$ cat src/hdl/ggps_pkg.sv
// shared types, codes and constants of the grid path search block
// no dependencies; imported by every module of the block
`default_nettype none

package ggps_pkg;

    localparam int GRID_DIM_DEF      = 8;
    localparam int TERRAIN_TYPES_DEF = 16;

    localparam int XW    = 3;   // tile coordinate width
    localparam int TW    = 4;   // terrain code width
    localparam int MW    = 16;  // walkable mask width
    localparam int DW    = 4;   // grid size register width
    localparam int CSTW  = 7;   // path cost width
    localparam int DSTW  = 7;   // squared distance width

    localparam logic [CSTW-1:0] COST_MAX = '1;
    localparam logic [DSTW-1:0] DIST_MAX = '1;

    typedef enum logic [1:0] {
        ST_PATH   = 2'd0,
        ST_NOPATH = 2'd1,
        ST_NOWALK = 2'd2,
        ST_WDONE  = 2'd3
    } t_status;

    typedef enum logic [1:0] {
        VIS_UNSEEN = 2'd0,
        VIS_OPEN   = 2'd1,
        VIS_CLOSED = 2'd2
    } t_visit;

    typedef enum logic [1:0] {
        CFG_WIDTH  = 2'd0,
        CFG_HEIGHT = 2'd1,
        CFG_MASK   = 2'd2
    } t_cfg_idx;

    typedef enum logic [1:0] {
        SRC_ZERO = 2'd0,
        SRC_GOAL = 2'd1,
        SRC_NODE = 2'd2
    } t_src;

    typedef struct packed {
        t_visit          visit;
        logic [CSTW-1:0] cost;
        logic            has_par;
        logic [XW-1:0]   par_y;
        logic [XW-1:0]   par_x;
    } t_meta;

    localparam t_meta META_INIT = '{visit: VIS_UNSEEN, cost: COST_MAX, has_par: 1'b0,
                                    par_y: '0, par_x: '0};

    typedef struct packed {
        logic    latch;
        logic    cell_wr;
        logic    q_clr;
        logic    rd_ter_s;
        logic    rd_ter_g;
        logic    cap_ws;
        logic    init_s;
        logic    scan_init;
        logic    scan_rd;
        logic    scan_cmp;
        logic    rd_meta_t;
        logic    close_t;
        logic    nb_rd;
        logic    nb_skip;
        logic    nb_upd;
        logic    sh_init;
        logic    sh_rd;
        logic    sh_wr;
        logic    cnt_dec;
        logic    ch_init;
        logic    ch_next;
        logic    emit;
        t_src    emit_src;
        t_status emit_st;
        logic    emit_last;
    } t_dp_cmd;

    typedef struct packed {
        logic ws_ok;
        logic same;
        logic i_end;
        logic nb_ok;
        logic nb_last;
        logic is_goal;
        logic sh_end;
        logic cnt_one;
        logic par_ok;
        logic out_free;
    } t_dp_sts;

endpackage

`default_nettype wire

$ cat src/hdl/ggps_dp.sv
// datapath: config registers, terrain/meta/open-list memories, distance compare, result register
// depends on ggps_pkg; driven by ggps_ctrl
`default_nettype none

module ggps_dp
    import ggps_pkg::*;
#(
    parameter int GRID_DIM      = GRID_DIM_DEF,
    parameter int TERRAIN_TYPES = TERRAIN_TYPES_DEF
) (
    input  wire logic            i_clk,
    input  wire logic            i_rst_n,
    input  wire logic            i_cfg_wr,
    input  wire logic [1:0]      i_cfg_addr,
    input  wire logic [MW-1:0]   i_cfg_data,
    input  wire logic [XW-1:0]   i_cell_x,
    input  wire logic [XW-1:0]   i_cell_y,
    input  wire logic [TW-1:0]   i_terrain,
    input  wire logic [XW-1:0]   i_start_x,
    input  wire logic [XW-1:0]   i_start_y,
    input  wire logic [XW-1:0]   i_goal_x,
    input  wire logic [XW-1:0]   i_goal_y,
    input  wire logic            i_out_ready,
    input  wire t_dp_cmd         i_cmd,
    output t_dp_sts              o_sts,
    output logic                 o_out_valid,
    output logic [XW-1:0]        o_path_x,
    output logic [XW-1:0]        o_path_y,
    output t_status              o_status,
    output logic                 o_last
);

    localparam int CELLS = GRID_DIM * GRID_DIM;
    localparam int AW    = $clog2(CELLS);
    localparam int CW    = $clog2(CELLS + 1);

    function automatic logic [DW-1:0] eff_dim(input logic [DW-1:0] v);
        if (v == '0) return DW'(1);
        if (v > DW'(GRID_DIM)) return DW'(GRID_DIM);
        return v;
    endfunction

    function automatic logic [XW-1:0] clamp(input logic [XW-1:0] v, input logic [DW-1:0] lim);
        logic [DW-1:0] m1;
        m1 = lim - DW'(1);
        return ({1'b0, v} >= lim) ? m1[XW-1:0] : v;
    endfunction

    function automatic logic [AW-1:0] idx_of(input logic [XW-1:0] x, input logic [XW-1:0] y);
        return AW'(int'(y) * GRID_DIM + int'(x));
    endfunction

    // configuration
    logic [DW-1:0] r_gw, r_gh;
    logic [MW-1:0] r_mask;

    always_ff @(posedge i_clk) begin
        if (!i_rst_n) begin
            r_gw   <= DW'(8);
            r_gh   <= DW'(8);
            r_mask <= '1;
        end else if (i_cfg_wr) begin
            unique case (t_cfg_idx'(i_cfg_addr))
                CFG_WIDTH:  r_gw   <= i_cfg_data[DW-1:0];
                CFG_HEIGHT: r_gh   <= i_cfg_data[DW-1:0];
                CFG_MASK:   r_mask <= i_cfg_data;
                default: ;
            endcase
        end
    end

    logic [DW-1:0] w_eff, h_eff;
    assign w_eff = eff_dim(r_gw);
    assign h_eff = eff_dim(r_gh);

    function automatic logic walk(input logic [TW-1:0] t, input logic [MW-1:0] mask);
        return (int'(t) < TERRAIN_TYPES) && mask[t];
    endfunction

    // latched item
    logic [XW-1:0] r_cx, r_cy, r_sx, r_sy, r_gx, r_gy;
    logic [TW-1:0] r_ter;

    always_ff @(posedge i_clk) begin
        if (i_cmd.latch) begin
            r_cx  <= i_cell_x;
            r_cy  <= i_cell_y;
            r_ter <= i_terrain;
            r_sx  <= i_start_x;
            r_sy  <= i_start_y;
            r_gx  <= i_goal_x;
            r_gy  <= i_goal_y;
        end
    end

    logic [XW-1:0] sx_c, sy_c, gx_c, gy_c;
    logic [AW-1:0] s_idx, g_idx;
    assign sx_c  = clamp(r_sx, w_eff);
    assign sy_c  = clamp(r_sy, h_eff);
    assign gx_c  = clamp(r_gx, w_eff);
    assign gy_c  = clamp(r_gy, h_eff);
    assign s_idx = idx_of(sx_c, sy_c);
    assign g_idx = idx_of(gx_c, gy_c);

    // search registers
    logic [XW-1:0]   r_tx, r_ty, r_nx, r_ny;
    logic [AW-1:0]   r_nidx;
    logic [CSTW-1:0] r_tcost;
    logic [DSTW-1:0] r_bd;
    logic [CW-1:0]   r_best, r_i, r_cnt, r_steps;
    logic [1:0]      r_nb;
    logic            r_ws;
    logic [AW-1:0]   t_idx;
    assign t_idx = idx_of(r_tx, r_ty);

    // neighbor order: left, right, up, down
    logic          nb_ok;
    logic [XW-1:0] nb_x, nb_y;
    always_comb begin
        nb_x  = r_tx;
        nb_y  = r_ty;
        nb_ok = 1'b0;
        case (r_nb)
            2'd0: begin
                nb_ok = (r_tx != '0);
                nb_x  = r_tx - XW'(1);
            end
            2'd1: begin
                nb_ok = ({1'b0, r_tx} + DW'(1)) < w_eff;
                nb_x  = r_tx + XW'(1);
            end
            2'd2: begin
                nb_ok = (r_ty != '0);
                nb_y  = r_ty - XW'(1);
            end
            default: begin
                nb_ok = ({1'b0, r_ty} + DW'(1)) < h_eff;
                nb_y  = r_ty + XW'(1);
            end
        endcase
    end
    logic [AW-1:0] nb_idx;
    assign nb_idx = idx_of(nb_x, nb_y);

    // terrain memory, entries never written read as zero
    logic [TW-1:0]    r_ter_mem [CELLS];
    logic [CELLS-1:0] r_ter_vld;
    logic [TW-1:0]    r_ter_q;
    logic             r_ter_qv;
    logic             ter_rd, cell_in;
    logic [AW-1:0]    ter_ra, cell_idx;
    logic [TW-1:0]    ter_eff;

    assign cell_in  = ({1'b0, r_cx} < w_eff) && ({1'b0, r_cy} < h_eff);
    assign cell_idx = idx_of(r_cx, r_cy);
    assign ter_rd   = i_cmd.rd_ter_s | i_cmd.rd_ter_g | i_cmd.nb_rd;
    assign ter_ra   = i_cmd.rd_ter_s ? s_idx : (i_cmd.rd_ter_g ? g_idx : nb_idx);

    always_ff @(posedge i_clk) begin
        if (i_cmd.cell_wr && cell_in) r_ter_mem[cell_idx] <= r_ter;
        if (ter_rd) r_ter_q <= r_ter_mem[ter_ra];
    end

    always_ff @(posedge i_clk) begin
        if (!i_rst_n) begin
            r_ter_vld <= '0;
            r_ter_qv  <= 1'b0;
        end else begin
            if (i_cmd.cell_wr && cell_in) r_ter_vld[cell_idx] <= 1'b1;
            if (ter_rd) r_ter_qv <= r_ter_vld[ter_ra];
        end
    end
    assign ter_eff = r_ter_qv ? r_ter_q : '0;

    // parent / cost / visit memory, entries untouched this query read as META_INIT
    t_meta            r_meta_mem [CELLS];
    logic [CELLS-1:0] r_meta_vld;
    t_meta            r_mq;
    logic             r_mqv;
    t_meta            m_eff, m_wd, m_upd;
    logic             m_we, m_rd, nb_walk, nb_new;
    logic [AW-1:0]    m_wa, m_ra;
    logic [CSTW:0]    c_new;

    assign m_eff   = r_mqv ? r_mq : META_INIT;
    assign nb_walk = walk(ter_eff, r_mask);
    assign nb_new  = (m_eff.visit == VIS_UNSEEN) && (r_cnt < CW'(CELLS));
    assign c_new   = {1'b0, r_tcost} + (CSTW+1)'(1);

    always_comb begin
        m_upd = m_eff;
        if (nb_new) m_upd.visit = VIS_OPEN;
        if (c_new < {1'b0, m_eff.cost}) begin
            m_upd.cost    = c_new[CSTW-1:0];
            m_upd.has_par = 1'b1;
            m_upd.par_x   = r_tx;
            m_upd.par_y   = r_ty;
        end
    end

    always_comb begin
        m_we = 1'b0;
        m_wa = r_nidx;
        m_wd = m_upd;
        if (i_cmd.init_s) begin
            m_we      = 1'b1;
            m_wa      = s_idx;
            m_wd      = META_INIT;
            m_wd.cost = '0;
        end else if (i_cmd.close_t) begin
            m_we       = 1'b1;
            m_wa       = t_idx;
            m_wd       = m_eff;
            m_wd.visit = VIS_CLOSED;
        end else if (i_cmd.nb_upd) begin
            m_we = nb_walk;
        end
    end

    assign m_rd = i_cmd.rd_meta_t | i_cmd.nb_rd;
    assign m_ra = i_cmd.nb_rd ? nb_idx : t_idx;

    always_ff @(posedge i_clk) begin
        if (m_we) r_meta_mem[m_wa] <= m_wd;
        if (m_rd) r_mq <= r_meta_mem[m_ra];
    end

    always_ff @(posedge i_clk) begin
        if (!i_rst_n) begin
            r_meta_vld <= '0;
            r_mqv      <= 1'b0;
        end else begin
            if (i_cmd.q_clr) r_meta_vld <= '0;
            else if (m_we)   r_meta_vld[m_wa] <= 1'b1;
            if (m_rd) r_mqv <= r_meta_vld[m_ra];
        end
    end

    // open list memory, holds {y, x} in insertion order
    logic [2*XW-1:0] r_open_mem [CELLS];
    logic [2*XW-1:0] r_oq, o_wd;
    logic            o_we, o_rd, append;
    logic [AW-1:0]   o_wa, o_ra;
    logic [CW-1:0]   i_nxt;

    assign append = i_cmd.nb_upd && nb_walk && nb_new;
    assign i_nxt  = r_i + CW'(1);

    always_comb begin
        o_we = 1'b0;
        o_wa = r_i[AW-1:0];
        o_wd = r_oq;
        if (i_cmd.init_s) begin
            o_we = 1'b1;
            o_wa = '0;
            o_wd = {sy_c, sx_c};
        end else if (append) begin
            o_we = 1'b1;
            o_wa = r_cnt[AW-1:0];
            o_wd = {r_ny, r_nx};
        end else if (i_cmd.sh_wr) begin
            o_we = 1'b1;
        end
    end

    assign o_rd = i_cmd.scan_rd | i_cmd.sh_rd;
    assign o_ra = i_cmd.sh_rd ? i_nxt[AW-1:0] : r_i[AW-1:0];

    always_ff @(posedge i_clk) begin
        if (o_we) r_open_mem[o_wa] <= o_wd;
        if (o_rd) r_oq <= r_open_mem[o_ra];
    end

    // squared distance of the open entry just read
    logic [XW-1:0]   ox, oy, adx, ady;
    logic [DSTW-1:0] adx_w, ady_w;
    logic [DSTW-1:0] sq_dist;
    assign ox      = r_oq[XW-1:0];
    assign oy      = r_oq[2*XW-1:XW];
    assign adx     = (ox > gx_c) ? (ox - gx_c) : (gx_c - ox);
    assign ady     = (oy > gy_c) ? (oy - gy_c) : (gy_c - oy);
    assign adx_w   = {{(DSTW-XW){1'b0}}, adx};
    assign ady_w   = {{(DSTW-XW){1'b0}}, ady};
    assign sq_dist = (adx_w * adx_w) + (ady_w * ady_w);

    always_ff @(posedge i_clk) begin
        if (!i_rst_n) begin
            r_cnt <= '0;
        end else if (i_cmd.q_clr) begin
            r_cnt <= '0;
        end else if (i_cmd.init_s) begin
            r_cnt <= CW'(1);
        end else if (append) begin
            r_cnt <= r_cnt + CW'(1);
        end else if (i_cmd.cnt_dec) begin
            r_cnt <= r_cnt - CW'(1);
        end
    end

    always_ff @(posedge i_clk) begin
        if (i_cmd.cap_ws) r_ws <= walk(ter_eff, r_mask);
        if (i_cmd.scan_init) begin
            r_i  <= '0;
            r_bd <= DIST_MAX;
        end else if (i_cmd.scan_cmp) begin
            r_i <= i_nxt;
            if (sq_dist < r_bd) begin
                r_bd   <= sq_dist;
                r_best <= r_i;
                r_tx   <= ox;
                r_ty   <= oy;
            end
        end else if (i_cmd.sh_init) begin
            r_i <= r_best;
        end else if (i_cmd.sh_wr) begin
            r_i <= i_nxt;
        end
        if (i_cmd.close_t) begin
            r_tcost <= m_eff.cost;
            r_nb    <= 2'd0;
        end else if (i_cmd.nb_skip || i_cmd.nb_upd) begin
            r_nb <= r_nb + 2'd1;
        end
        if (i_cmd.nb_rd) begin
            r_nx   <= nb_x;
            r_ny   <= nb_y;
            r_nidx <= nb_idx;
        end
        if (i_cmd.ch_init) begin
            r_steps <= '0;
        end else if (i_cmd.ch_next) begin
            r_steps <= r_steps + CW'(1);
            r_tx    <= m_eff.par_x;
            r_ty    <= m_eff.par_y;
        end
    end

    // result register
    logic out_free;
    assign out_free = !o_out_valid || i_out_ready;

    always_ff @(posedge i_clk) begin
        if (!i_rst_n) begin
            o_out_valid <= 1'b0;
        end else if (i_cmd.emit) begin
            o_out_valid <= 1'b1;
        end else if (i_out_ready) begin
            o_out_valid <= 1'b0;
        end
    end

    always_ff @(posedge i_clk) begin
        if (i_cmd.emit) begin
            o_status <= i_cmd.emit_st;
            o_last   <= i_cmd.emit_last;
            case (i_cmd.emit_src)
                SRC_GOAL: begin
                    o_path_x <= gx_c;
                    o_path_y <= gy_c;
                end
                SRC_NODE: begin
                    o_path_x <= r_tx;
                    o_path_y <= r_ty;
                end
                default: begin
                    o_path_x <= '0;
                    o_path_y <= '0;
                end
            endcase
        end
    end

    always_comb begin
        o_sts.ws_ok    = r_ws && walk(ter_eff, r_mask);
        o_sts.same     = (s_idx == g_idx);
        o_sts.i_end    = (r_i == r_cnt);
        o_sts.nb_ok    = nb_ok;
        o_sts.nb_last  = (r_nb == 2'd3);
        o_sts.is_goal  = (r_tx == gx_c) && (r_ty == gy_c);
        o_sts.sh_end   = (i_nxt >= r_cnt);
        o_sts.cnt_one  = (r_cnt == CW'(1));
        o_sts.par_ok   = m_eff.has_par && (({1'b0, r_steps} + (CW+1)'(1)) < (CW+1)'(CELLS));
        o_sts.out_free = out_free;
    end

endmodule

`default_nettype wire

$ cat src/hdl/ggps_ctrl.sv
// controller state machine sequencing cell writes, search loop, removal and path readout
// depends on ggps_pkg; commands ggps_dp
`default_nettype none

module ggps_ctrl
    import ggps_pkg::*;
(
    input  wire logic    i_clk,
    input  wire logic    i_rst_n,
    input  wire logic    i_in_valid,
    input  wire logic    i_in_cmd,
    output logic         o_in_ready,
    input  wire t_dp_sts i_sts,
    output t_dp_cmd      o_cmd
);

    typedef enum logic [4:0] {
        S_IDLE, S_WR, S_QCLR, S_QRDG, S_QCHK, S_SRD, S_SCMP, S_SDONE, S_ERDT,
        S_NSEL, S_NUPD, S_AFTER, S_SHRD, S_SHWR, S_CRD, S_CCHK, S_FIN
    } t_state;

    t_state  r_state, n_state;
    t_status r_fin, n_fin;

    assign o_in_ready = (r_state == S_IDLE);

    always_comb begin
        n_state = r_state;
        n_fin   = r_fin;
        o_cmd   = '0;
        unique case (r_state)
            S_IDLE: begin
                if (i_in_valid) begin
                    o_cmd.latch = 1'b1;
                    n_state = i_in_cmd ? S_QCLR : S_WR;
                end
            end
            S_WR: begin
                o_cmd.cell_wr = 1'b1;
                n_fin   = ST_WDONE;
                n_state = S_FIN;
            end
            S_QCLR: begin
                o_cmd.q_clr    = 1'b1;
                o_cmd.rd_ter_s = 1'b1;
                n_state = S_QRDG;
            end
            S_QRDG: begin
                o_cmd.cap_ws   = 1'b1;
                o_cmd.rd_ter_g = 1'b1;
                n_state = S_QCHK;
            end
            S_QCHK: begin
                if (!i_sts.ws_ok) begin
                    n_fin   = ST_NOWALK;
                    n_state = S_FIN;
                end else if (i_sts.same) begin
                    n_fin   = ST_PATH;
                    n_state = S_FIN;
                end else begin
                    o_cmd.init_s    = 1'b1;
                    o_cmd.scan_init = 1'b1;
                    n_state = S_SRD;
                end
            end
            S_SRD: begin
                if (i_sts.i_end) begin
                    n_state = S_SDONE;
                end else begin
                    o_cmd.scan_rd = 1'b1;
                    n_state = S_SCMP;
                end
            end
            S_SCMP: begin
                o_cmd.scan_cmp = 1'b1;
                n_state = S_SRD;
            end
            S_SDONE: begin
                o_cmd.rd_meta_t = 1'b1;
                n_state = S_ERDT;
            end
            S_ERDT: begin
                o_cmd.close_t = 1'b1;
                n_state = S_NSEL;
            end
            S_NSEL: begin
                if (i_sts.nb_ok) begin
                    o_cmd.nb_rd = 1'b1;
                    n_state = S_NUPD;
                end else begin
                    o_cmd.nb_skip = 1'b1;
                    if (i_sts.nb_last) n_state = S_AFTER;
                end
            end
            S_NUPD: begin
                o_cmd.nb_upd = 1'b1;
                n_state = i_sts.nb_last ? S_AFTER : S_NSEL;
            end
            S_AFTER: begin
                if (i_sts.is_goal) begin
                    o_cmd.ch_init   = 1'b1;
                    o_cmd.rd_meta_t = 1'b1;
                    n_state = S_CCHK;
                end else begin
                    o_cmd.sh_init = 1'b1;
                    n_state = S_SHRD;
                end
            end
            // close the gap left by the expanded entry
            S_SHRD: begin
                if (i_sts.sh_end) begin
                    o_cmd.cnt_dec = 1'b1;
                    if (i_sts.cnt_one) begin
                        n_fin   = ST_NOPATH;
                        n_state = S_FIN;
                    end else begin
                        o_cmd.scan_init = 1'b1;
                        n_state = S_SRD;
                    end
                end else begin
                    o_cmd.sh_rd = 1'b1;
                    n_state = S_SHWR;
                end
            end
            S_SHWR: begin
                o_cmd.sh_wr = 1'b1;
                n_state = S_SHRD;
            end
            S_CRD: begin
                o_cmd.rd_meta_t = 1'b1;
                n_state = S_CCHK;
            end
            S_CCHK: begin
                if (i_sts.out_free) begin
                    o_cmd.emit     = 1'b1;
                    o_cmd.emit_src = SRC_NODE;
                    o_cmd.emit_st  = ST_PATH;
                    if (i_sts.par_ok) begin
                        o_cmd.ch_next = 1'b1;
                        n_state = S_CRD;
                    end else begin
                        o_cmd.emit_last = 1'b1;
                        n_state = S_IDLE;
                    end
                end
            end
            S_FIN: begin
                if (i_sts.out_free) begin
                    o_cmd.emit      = 1'b1;
                    o_cmd.emit_src  = (r_fin == ST_PATH) ? SRC_GOAL : SRC_ZERO;
                    o_cmd.emit_st   = r_fin;
                    o_cmd.emit_last = 1'b1;
                    n_state = S_IDLE;
                end
            end
            default: n_state = S_IDLE;
        endcase
    end

    always_ff @(posedge i_clk) begin
        if (!i_rst_n) begin
            r_state <= S_IDLE;
            r_fin   <= ST_PATH;
        end else begin
            r_state <= n_state;
            r_fin   <= n_fin;
        end
    end

endmodule

`default_nettype wire

$ cat src/hdl/grid_greedy_path_search.sv
// A cell write gives its result after the transaction; a query on a non-walkable or identical
// tile pair gives it without a search. A search scans the open-list entries on each expansion,
// then handles the neighbors and moves the later entries up on removal, and at the end gives the
// path tile by tile. One item at a time. Synchronous active-low reset: config 8/8/ffff, terrain
// reads as zero.
`default_nettype none

module grid_greedy_path_search
    import ggps_pkg::*;
#(
    parameter int GRID_DIM      = GRID_DIM_DEF,
    parameter int TERRAIN_TYPES = TERRAIN_TYPES_DEF
) (
    input  wire logic          i_clk,
    input  wire logic          i_rst_n,
    input  wire logic          i_cfg_valid,
    output logic               o_cfg_ready,
    input  wire logic [1:0]    i_cfg_addr,
    input  wire logic [MW-1:0] i_cfg_data,
    input  wire logic          s_axis_tvalid,
    output logic               s_axis_tready,
    // cell_x[2:0] cell_y[5:3] terrain[9:6] start_x[12:10] start_y[15:13]
    // goal_x[18:16] goal_y[21:19] zero[23:22]
    input  wire logic [23:0]   s_axis_tdata,
    // cmd[0]
    input  wire logic          s_axis_tuser,
    output logic               m_axis_tvalid,
    input  wire logic          m_axis_tready,
    // path_x[2:0] path_y[5:3] zero[7:6]
    output logic [7:0]         m_axis_tdata,
    // status[1:0]
    output logic [1:0]         m_axis_tuser,
    output logic               m_axis_tlast
);

    t_dp_cmd       cmd;
    t_dp_sts       sts;
    logic [XW-1:0] px, py;
    t_status       st;

    assign o_cfg_ready  = 1'b1;
    assign m_axis_tdata = {2'b00, py, px};
    assign m_axis_tuser = st;

    ggps_ctrl u_ctrl (
        .i_clk      (i_clk),
        .i_rst_n    (i_rst_n),
        .i_in_valid (s_axis_tvalid),
        .i_in_cmd   (s_axis_tuser),
        .o_in_ready (s_axis_tready),
        .i_sts      (sts),
        .o_cmd      (cmd)
    );

    ggps_dp #(
        .GRID_DIM      (GRID_DIM),
        .TERRAIN_TYPES (TERRAIN_TYPES)
    ) u_dp (
        .i_clk       (i_clk),
        .i_rst_n     (i_rst_n),
        .i_cfg_wr    (i_cfg_valid),
        .i_cfg_addr  (i_cfg_addr),
        .i_cfg_data  (i_cfg_data),
        .i_cell_x    (s_axis_tdata[2:0]),
        .i_cell_y    (s_axis_tdata[5:3]),
        .i_terrain   (s_axis_tdata[9:6]),
        .i_start_x   (s_axis_tdata[12:10]),
        .i_start_y   (s_axis_tdata[15:13]),
        .i_goal_x    (s_axis_tdata[18:16]),
        .i_goal_y    (s_axis_tdata[21:19]),
        .i_out_ready (m_axis_tready),
        .i_cmd       (cmd),
        .o_sts       (sts),
        .o_out_valid (m_axis_tvalid),
        .o_path_x    (px),
        .o_path_y    (py),
        .o_status    (st),
        .o_last      (m_axis_tlast)
    );

endmodule

`default_nettype wire

$ cat config.mk
export PLATFORM = sky130hd
export DESIGN_NAME = grid_greedy_path_search
export DESIGN_NICKNAME = d
export VERILOG_FILES = /design/src/hdl/ggps_pkg.sv /design/src/hdl/ggps_dp.sv /design/src/hdl/ggps_ctrl.sv /design/src/hdl/grid_greedy_path_search.sv
export SDC_FILE = /design/constraint.sdc
export NUM_CORES = 2
export LEC_CHECK = 0
export BUFFER_PORTS_ARGS = -buffer_cell sky130_fd_sc_hd__buf_2
export CORE_MARGIN = 5
export CORE_UTILIZATION = 45
export CTS_CLUSTER_SIZE = 30
export DETAILED_ROUTE_END_ITERATION = 8
export PLACE_DENSITY = 0.7
export SETUP_SLACK_MARGIN = 0.05
export SLEW_MARGIN = 15
export SYNTH_ARGS = -nofsm -noshare
export SYNTH_HDL_FRONTEND = slang
export SYNTH_SLANG_ARGS = --single-unit
$ cat constraint.sdc
create_clock -name i_clk -period 13.6 [get_ports i_clk]
set_clock_uncertainty 0.15 [all_clocks]
set_input_delay 2.72 -clock i_clk [delete_from_list [all_inputs] [get_ports i_clk]]
set_output_delay 2.72 -clock i_clk [all_outputs]
set_load 0.1 [all_outputs]
# ---- Word level (Yosys, flattened, before mapping)
# Memories as Yosys holds them, arrays and structs flattened. A register that Yosys moved wholly into a read port is not among the register bits.
# Index checks and enable logic that the tools add are counted.
dict set report word_totals {
  reg_bits 256
  ram_bits 1664
  input_bits 48
  elab_cells 307
  mem_count 3
}
# name depth word_bits rd rd_clocked_by_memory_dff write_ports line
set memory_table {}
lappend memory_table {u_dp.r_meta_mem 64 16 1 1 1 ggps_dp.sv:176} ;# t_meta r_meta_mem [CELLS];
lappend memory_table {u_dp.r_open_mem 64 6 1 1 1 ggps_dp.sv:240} ;# logic [2*XW-1:0] r_open_mem [CELLS];
lappend memory_table {u_dp.r_ter_mem 64 4 1 1 1 ggps_dp.sv:146} ;# logic [TW-1:0] r_ter_mem [CELLS];
dict set report classes {
  add_sub_neg 25
  n_mul 2
  n_lt_le_gt_ge 24
  n_eq_ne 35
  muxes 137
  bitwise 8
  reduce_logical 38
}
# cell count
set ops {}
lappend ops {{OR 64 bit} 2}
lappend ops {{case mux 5 bit (17 select lines)} 1}
lappend ops {{two-way mux 6 bit} 11}
lappend ops {{two-way mux 1 bit} 53}
lappend ops {{two-way mux 16 bit} 3}
lappend ops {{two-way mux 3 bit} 16}
lappend ops {{two-way mux 5 bit} 9}
lappend ops {{two-way mux 7 bit} 6}
lappend ops {{== test 5 x 4 -> 1 bit, second input constant} 8}
lappend ops {{two-way mux 4 bit} 10}
lappend ops {{adder 6 x 3 -> 6 bit} 5}
lappend ops {{< comparator 6 x 7 -> 1 bit, second input constant} 4}
lappend ops {{two-way mux 2 bit} 13}
lappend ops {{case mux 3 bit (2 select lines)} 4}
lappend ops {{adder 7 x 1 -> 7 bit, second input constant} 3}
lappend ops {{== test 5 x 3 -> 1 bit, second input constant} 4}
lappend ops {{adder 7 x 1 -> 8 bit, second input constant} 2}
lappend ops {{greater-or-equal comparator 3 x 4 -> 1 bit} 4}
lappend ops {{nonzero test 3 bit} 5}
lappend ops {{two-way mux 14 bit} 1}
lappend ops {{binary-select mux 1 bit (select 6 bit)} 2}
lappend ops {{demux 1 bit (select 6 bit)} 2}
lappend ops {{greater-or-equal comparator 6 x 1 -> 1 bit, second input constant} 2}
lappend ops {{multiplier 3 x 3 -> 6 bit} 2}
lappend ops {{49 further kinds} 97}

# ---- Logic depth before layout (Yosys ltp)
dict set report depth {
  ltp_word 18
  mapped_depth 31
  depth_no_buf 29
}

# ---- Modules after synthesis
# From an unflattened synthesis, not the netlist that was laid out.
dict set report hier_totals {
  hier_cells 4393
  hier_area_um2 78810.6
}
# mod instances cells_per_inst area_per_inst_um2
set modules_own_cells {}
lappend modules_own_cells {ggps_dp 1 4272 78008.6}
lappend modules_own_cells {ggps_ctrl 1 116 772.0}
lappend modules_own_cells {grid_greedy_path_search 1 5 30.0}

# ---- Least setup slack after synthesis
# OpenSTA, ideal clock, no wires.
dict set report synth_timing {
  path_type {register -> register}
  startpoint {reg u_dp.r_gw[3]}
  endpoint {mem u_dp.r_meta_mem[0][10] (netlist name) (data pin)}
  setup_ns 0.720
  t_arrival_ns 5.826
  t_required_ns 12.730
  path_slack_ns 6.903
  stages_incl_launch_ff 17
  path_buffers 4
  path_cell_list {dfxtp_1 inv_1 clkbuf_1 nand2_1 inv_1 ha_1 nand2b_1 a211oi_1 nor2_1 mux2_2 xnor2_1 nor4bb_1 a31oi_1 clkbuf_1 buf_2 buf_1 a211oi_1}
}
# item line
set synth_lines {}
lappend synth_lines {{start, declared} ggps_dp.sv:54} ;# logic [DW-1:0] r_gw, r_gh;
lappend synth_lines {{start signal, assigned} ggps_dp.sv:64} ;# CFG_WIDTH: r_gw <= i_cfg_data[DW-1:0];
lappend synth_lines {{end, declared} ggps_dp.sv:176}

# ---- Final worst setup path
dict set report layout_timing {
  startpoint {reg u_dp.r_i[1]}
  endpoint {reg u_dp.r_oq[3] (read register of u_dp.r_open_mem) (data pin)}
}
dict set report layout_via {
  elab_chain_cells 5
  word_cells_on_any_way 9
}
# item line
set layout_rtl {}
lappend layout_rtl {{start, declared} ggps_dp.sv:110} ;# logic [CW-1:0] r_best, r_i, r_cnt, r_steps;
lappend layout_rtl {{start signal, assigned} ggps_dp.sv:306} ;# r_i <= i_nxt;
lappend layout_rtl {{start signal, assigned} ggps_dp.sv:314} ;# r_i <= r_best;
lappend layout_rtl {{start signal, assigned} ggps_dp.sv:316} ;# r_i <= i_nxt;
lappend layout_rtl {{adder 7 x 1 -> 7 bit} ggps_dp.sv:247} ;# assign i_nxt = r_i + CW'(1);
lappend layout_rtl {{greater-or-equal comparator 7 bit} ggps_dp.sv:380} ;# o_sts.sh_end = (i_nxt >= r_cnt);
lappend layout_rtl {{two-way mux 1 bit} ggps_ctrl.sv:111} ;# if (i_sts.sh_end) begin
lappend layout_rtl {{two-way mux 1 bit} ggps_ctrl.sv:31} ;# unique case (r_state)
lappend layout_rtl {{two-way mux 6 bit or OR 1 bit (tied branches)} {ggps_dp.sv:267, ggps_dp.sv:266}}
lappend layout_rtl {{end, declared} ggps_dp.sv:241} ;# logic [2*XW-1:0] r_oq, o_wd;
# Several ways; a longest one is shown, not always the timed one.
# A chain may end at the register's enable or synchronous reset.

==> metrics.log <==
INFO  metric floorplan.die.height = between 400 and 500 um
INFO  metric finalWorstSetupSlack = between 6000 and 7000 ps
INFO  metric final_util = 0.507
INFO  metric switching_power = 2870 uW
INFO  metric power_density = around 140 nW/um2
INFO  metric clock-root-buffer = sky130_fd_sc_hd__clkbuf_16
INFO  metric postSynth.topFlopCell = sky130_fd_sc_hd__edfxtp_1
INFO  metric worst_hold_path_type = reg -> reg
INFO  metric power_frac_comb = 0.084
INFO  metric gr-usage-all-layers = 0.201
INFO  metric cts.repair.resized = 0
INFO  metric grt_antenna_before_repair = 10
INFO  metric final_period_minus_worst_setup_slack = 7430 ps
INFO  metric drt_drc_violations_left = 0
INFO  metric ys_types = 79
INFO  metric num-nets-final = about 5300
INFO  metric globalplace.congestion = between 0.9 and 1
INFO  metric viasPerCell = roughly 6
INFO  metric grt_overflow = 0
INFO  metric async_reset_ff_frac = 0
INFO  metric clock_tree.htree_level_count = 4
INFO  metric start_kind = flip-flop
INFO  metric slew_headroom = 0.143
INFO  metric p_seq_frac = 0.520
INFO  metric cell_internal_pwr = 9660 uW
INFO  metric synth.ff_latch_count = about 1900
INFO  metric sw_frac_of_total = 0.229
INFO  metric cts-buffers-inserted = about 180
INFO  metric fmax = approximately 130 MHz
INFO  metric hold_viol = 0
INFO  metric dr_wl_met2 = approximately 90 mm
INFO  metric top_layer_used = met5
INFO  metric cts_setup_buffers = 0
INFO  metric reg2reg_setup_slack = 6170 ps
INFO  metric boundaryPins = a little over 60
INFO  metric post-synth-top-area-fraction = 0.662
INFO  metric via_count = about 45000
INFO  metric finalSetupViolCount = 0
INFO  metric initial_utilization = 0.454
INFO  metric number_of_flops_mapped_to_enable_cells_by_yosys = around 1700
INFO  metric cp_max_fo = between 60 and 70
INFO  metric layout-area-overhead-vs-synth = 11.8%
INFO  metric tightest_slew = approximately 1300 ps
INFO  metric drv.max_cap_violation_count = 0
INFO  metric fin_total_pwr = ~13000 uW
INFO  metric data_required_time_at_the_worst_endpoint = 14040 ps
INFO  metric maximum_vdd_ir_drop = around 120 uV
INFO  metric rsz0062_at_grt = no
INFO  metric met3_wirelength = 14.7 mm
INFO  metric clock_tree_from_tritoncts = built
INFO  metric timing.final.crit_share = 0.546
INFO  metric result_of_the_run = finished clean
INFO  metric slew_violations = 0
INFO  metric synth.most_common_cell = sky130_fd_sc_hd__edfxtp_1
INFO  metric io_buffers = 56
INFO  metric path_class = reg -> reg
INFO  metric main_area_contributors_after_synthesis = sky130_fd_sc_hd__edfxtp_1 66%, sky130_fd_sc_hd__mux4_2 7.6%, sky130_fd_sc_hd__dfxtp_1 5.0%
INFO  metric yosysTopAreaCell = sky130_fd_sc_hd__edfxtp_1
INFO  metric synth_commonest_cells = 1742 x sky130_fd_sc_hd__edfxtp_1, 592 x sky130_fd_sc_hd__nand2_1, 320 x sky130_fd_sc_hd__nor2_1
INFO  metric hold_crit_depth = 1
INFO  metric final_routed_wirelength_across_all_metal_layers = 189 mm
INFO  metric post_synth.cell_area_avg = about 16 um2
INFO  metric post_cts_hold_buffer_count = 0
INFO  metric synth_seq_area_share = 0.712
INFO  metric chipWidth = between 400 and 500 um
INFO  metric drive_above_1_share = 0.151
INFO  metric maximum_number_of_pins_on_one_net_before_global_route_repair = around 140
INFO  metric wire_length_of_the_first_global_routing_pass = roughly 280 mm
INFO  metric clk_pin_slew = 60 ps
INFO  metric r2r.worst_path.cells = 16
INFO  metric dpl_worst_slack = just over 6000 ps
INFO  metric detail_route.wl_per_cell = about 25 um
INFO  metric wirelength_met1 = ~76 mm
INFO  metric fp.coreArea = roughly 170000 um2
INFO  metric timing.setup.tns = 0 ps
INFO  metric fp-row-count = 153
INFO  metric max_root_sink_buffers = 3
INFO  metric first_iter_violations = just over 5000
INFO  metric power.static_leakage = between 0.02 and 0.03 uW
INFO  metric cp-end-kind = flip-flop
INFO  metric drt_pre_antenna_iters = 8
INFO  metric insertion_delay = between 800 and 900 ps
INFO  metric clock-sinks = 1940
INFO  metric first_global_vias = between 40000 and 50000
INFO  metric dieArea = 184000 um2
INFO  metric yosysWarnings = 0
INFO  metric ant_nets = 0
INFO  metric data_arrival_at_the_endpoint_of_the_critical_path = ~8000 ps
INFO  metric clock_power_share = 0.396
INFO  metric postSynthCellCount = between 5000 and 6000
INFO  metric detailedPlacementHpwl = between 100 and 150 mm
INFO  metric syn-cell-area = ~79000 um2
final timing paths:
path	start	to
min reg2reg	u_dp.r_ter_vld[28]	u_dp.r_ter_vld[28]
max reg2reg	u_dp.r_i[1]	u_dp.r_oq[3]
min	u_dp.r_ter_vld[28]	u_dp.r_ter_vld[28]
max	u_dp.r_i[1]	u_dp.r_oq[3]
placed cells by master, fill, tap and decap left out, types with 28 or more instances in the layout:
master	instances
sky130_fd_sc_hd__edfxtp_1	1742
sky130_fd_sc_hd__nand2_1	592
sky130_fd_sc_hd__nor2_1	308
sky130_fd_sc_hd__mux4_2	268
sky130_fd_sc_hd__dfxtp_1	198
sky130_fd_sc_hd__clkbuf_16	188
sky130_fd_sc_hd__mux2i_1	157
sky130_fd_sc_hd__a22oi_1	150
sky130_fd_sc_hd__a21oi_1	146
sky130_fd_sc_hd__buf_4	143
sky130_fd_sc_hd__o21a_1	142
sky130_fd_sc_hd__nand3_1	141
sky130_fd_sc_hd__ha_1	77
sky130_fd_sc_hd__a31oi_1	73
sky130_fd_sc_hd__a211oi_1	65
sky130_fd_sc_hd__inv_1	60
sky130_fd_sc_hd__and2_1	58
sky130_fd_sc_hd__buf_2	55
sky130_fd_sc_hd__clkbuf_1	49
sky130_fd_sc_hd__o21ai_0	43
sky130_fd_sc_hd__xnor2_1	40
sky130_fd_sc_hd__nand4_1	39
sky130_fd_sc_hd__nor3_1	37
sky130_fd_sc_hd__a311oi_1	36
sky130_fd_sc_hd__clkinv_1	35
sky130_fd_sc_hd__nand2b_1	31
sky130_fd_sc_hd__clkinv_2	30
sky130_fd_sc_hd__a32oi_1	29
sky130_fd_sc_hd__nor2b_1	28
metal layers:
metal	vias to the layer above	global-route usage
met5	-	0
met1	23100	0.275
li1	19900	-
met2	1993	0.327
met4	6	0.0721
met3	373	0.0343
power by group through the flow:
stage / clock, uW / combinational (uW) / sequential (uW)
after floorplan: 0 / 721 / 6650
after global routing: 5300 / 1130 / 6520
after CTS: 5040 / 1050 / 6520
after detailed placement: 0 / 1040 / 6650
final: 4960 / 1050 / 6520
after global placement: 0 / 1030 / 6640
metrics by stage:
step	std cells	cell area [um2]	hold slack (ps)
after floorplan	5059	79000	256
after global placement	7297	82500	289
after detailed placement	7297	82500	300
after CTS	7632	88300	315
after global routing	7635	88300	328
final	7637	88300	311
cell type report:
cell class | count | area, um2
Timing Repair Buffer | 201 | 1400
Clock inverter | 86 | 752
Fill cell | 14100 | 85900
Clock buffer | 249 | 5050
Tap cell | 2325 | 2910
Antenna cell | 4 | 10.0
Sequential cell | 1940 | 56300
Multi-Input combinational cell | 2765 | 21700
Inverter | 67 | 251
worst max-delay path, stage by stage, from the launching register on:
cell	delay (ps)
sky130_fd_sc_hd__dfxtp_1	620
sky130_fd_sc_hd__ha_1	290
sky130_fd_sc_hd__and2_1	280
sky130_fd_sc_hd__nand4_1	170
sky130_fd_sc_hd__xnor2_1	190
sky130_fd_sc_hd__ha_1	300
sky130_fd_sc_hd__and3_1	250
sky130_fd_sc_hd__a221o_1	350
sky130_fd_sc_hd__a311oi_2	760
sky130_fd_sc_hd__xnor2_2	170
sky130_fd_sc_hd__buf_4	670
sky130_fd_sc_hd__buf_4	790
sky130_fd_sc_hd__buf_4	760
sky130_fd_sc_hd__mux2i_1	160
sky130_fd_sc_hd__a222oi_1	530
sky130_fd_sc_hd__a22oi_1	240
sky130_fd_sc_hd__a41oi_1	400
state kept, by name (all words and copies together), names as in the netlist, 7 cells and up:
| register | flops |
|---|---|
| u_dp.r_open_mem | 384 |
| u_dp.r_i | 7 |
| u_dp.r_cnt | 7 |
| u_dp.r_ter_mem | 256 |
| u_dp.r_best | 7 |
| u_dp.r_mq | 16 |
| u_dp.r_meta_vld | 64 |
| u_dp.r_ter_vld | 64 |
| u_dp.r_tcost | 7 |
| u_dp.r_steps | 7 |
| u_dp.r_meta_mem | 1024 |
| u_dp.r_mask | 16 |
| u_dp.r_bd | 7 |
cells by family (layout without fill, tap and decap cells):
logic type / after synthesis / count (layout) / synth area share
adders and majority gates: 83 / 83 / 0.0136
other: 2 / 7 / 0.0000950
buffers and inverters: 354 / 603 / 0.0191
AOI/OAI and AO/OA: 826 / 826 / 0.0733
muxes: 442 / 442 / 0.0987
DFF: 1940 / 1940 / 0.712
and+or+nand+nor: 1349 / 1349 / 0.0763
xor gates and xnor gates: 62 / 62 / 0.00697
No activity file was read; power rests on OpenSTA's default activity.
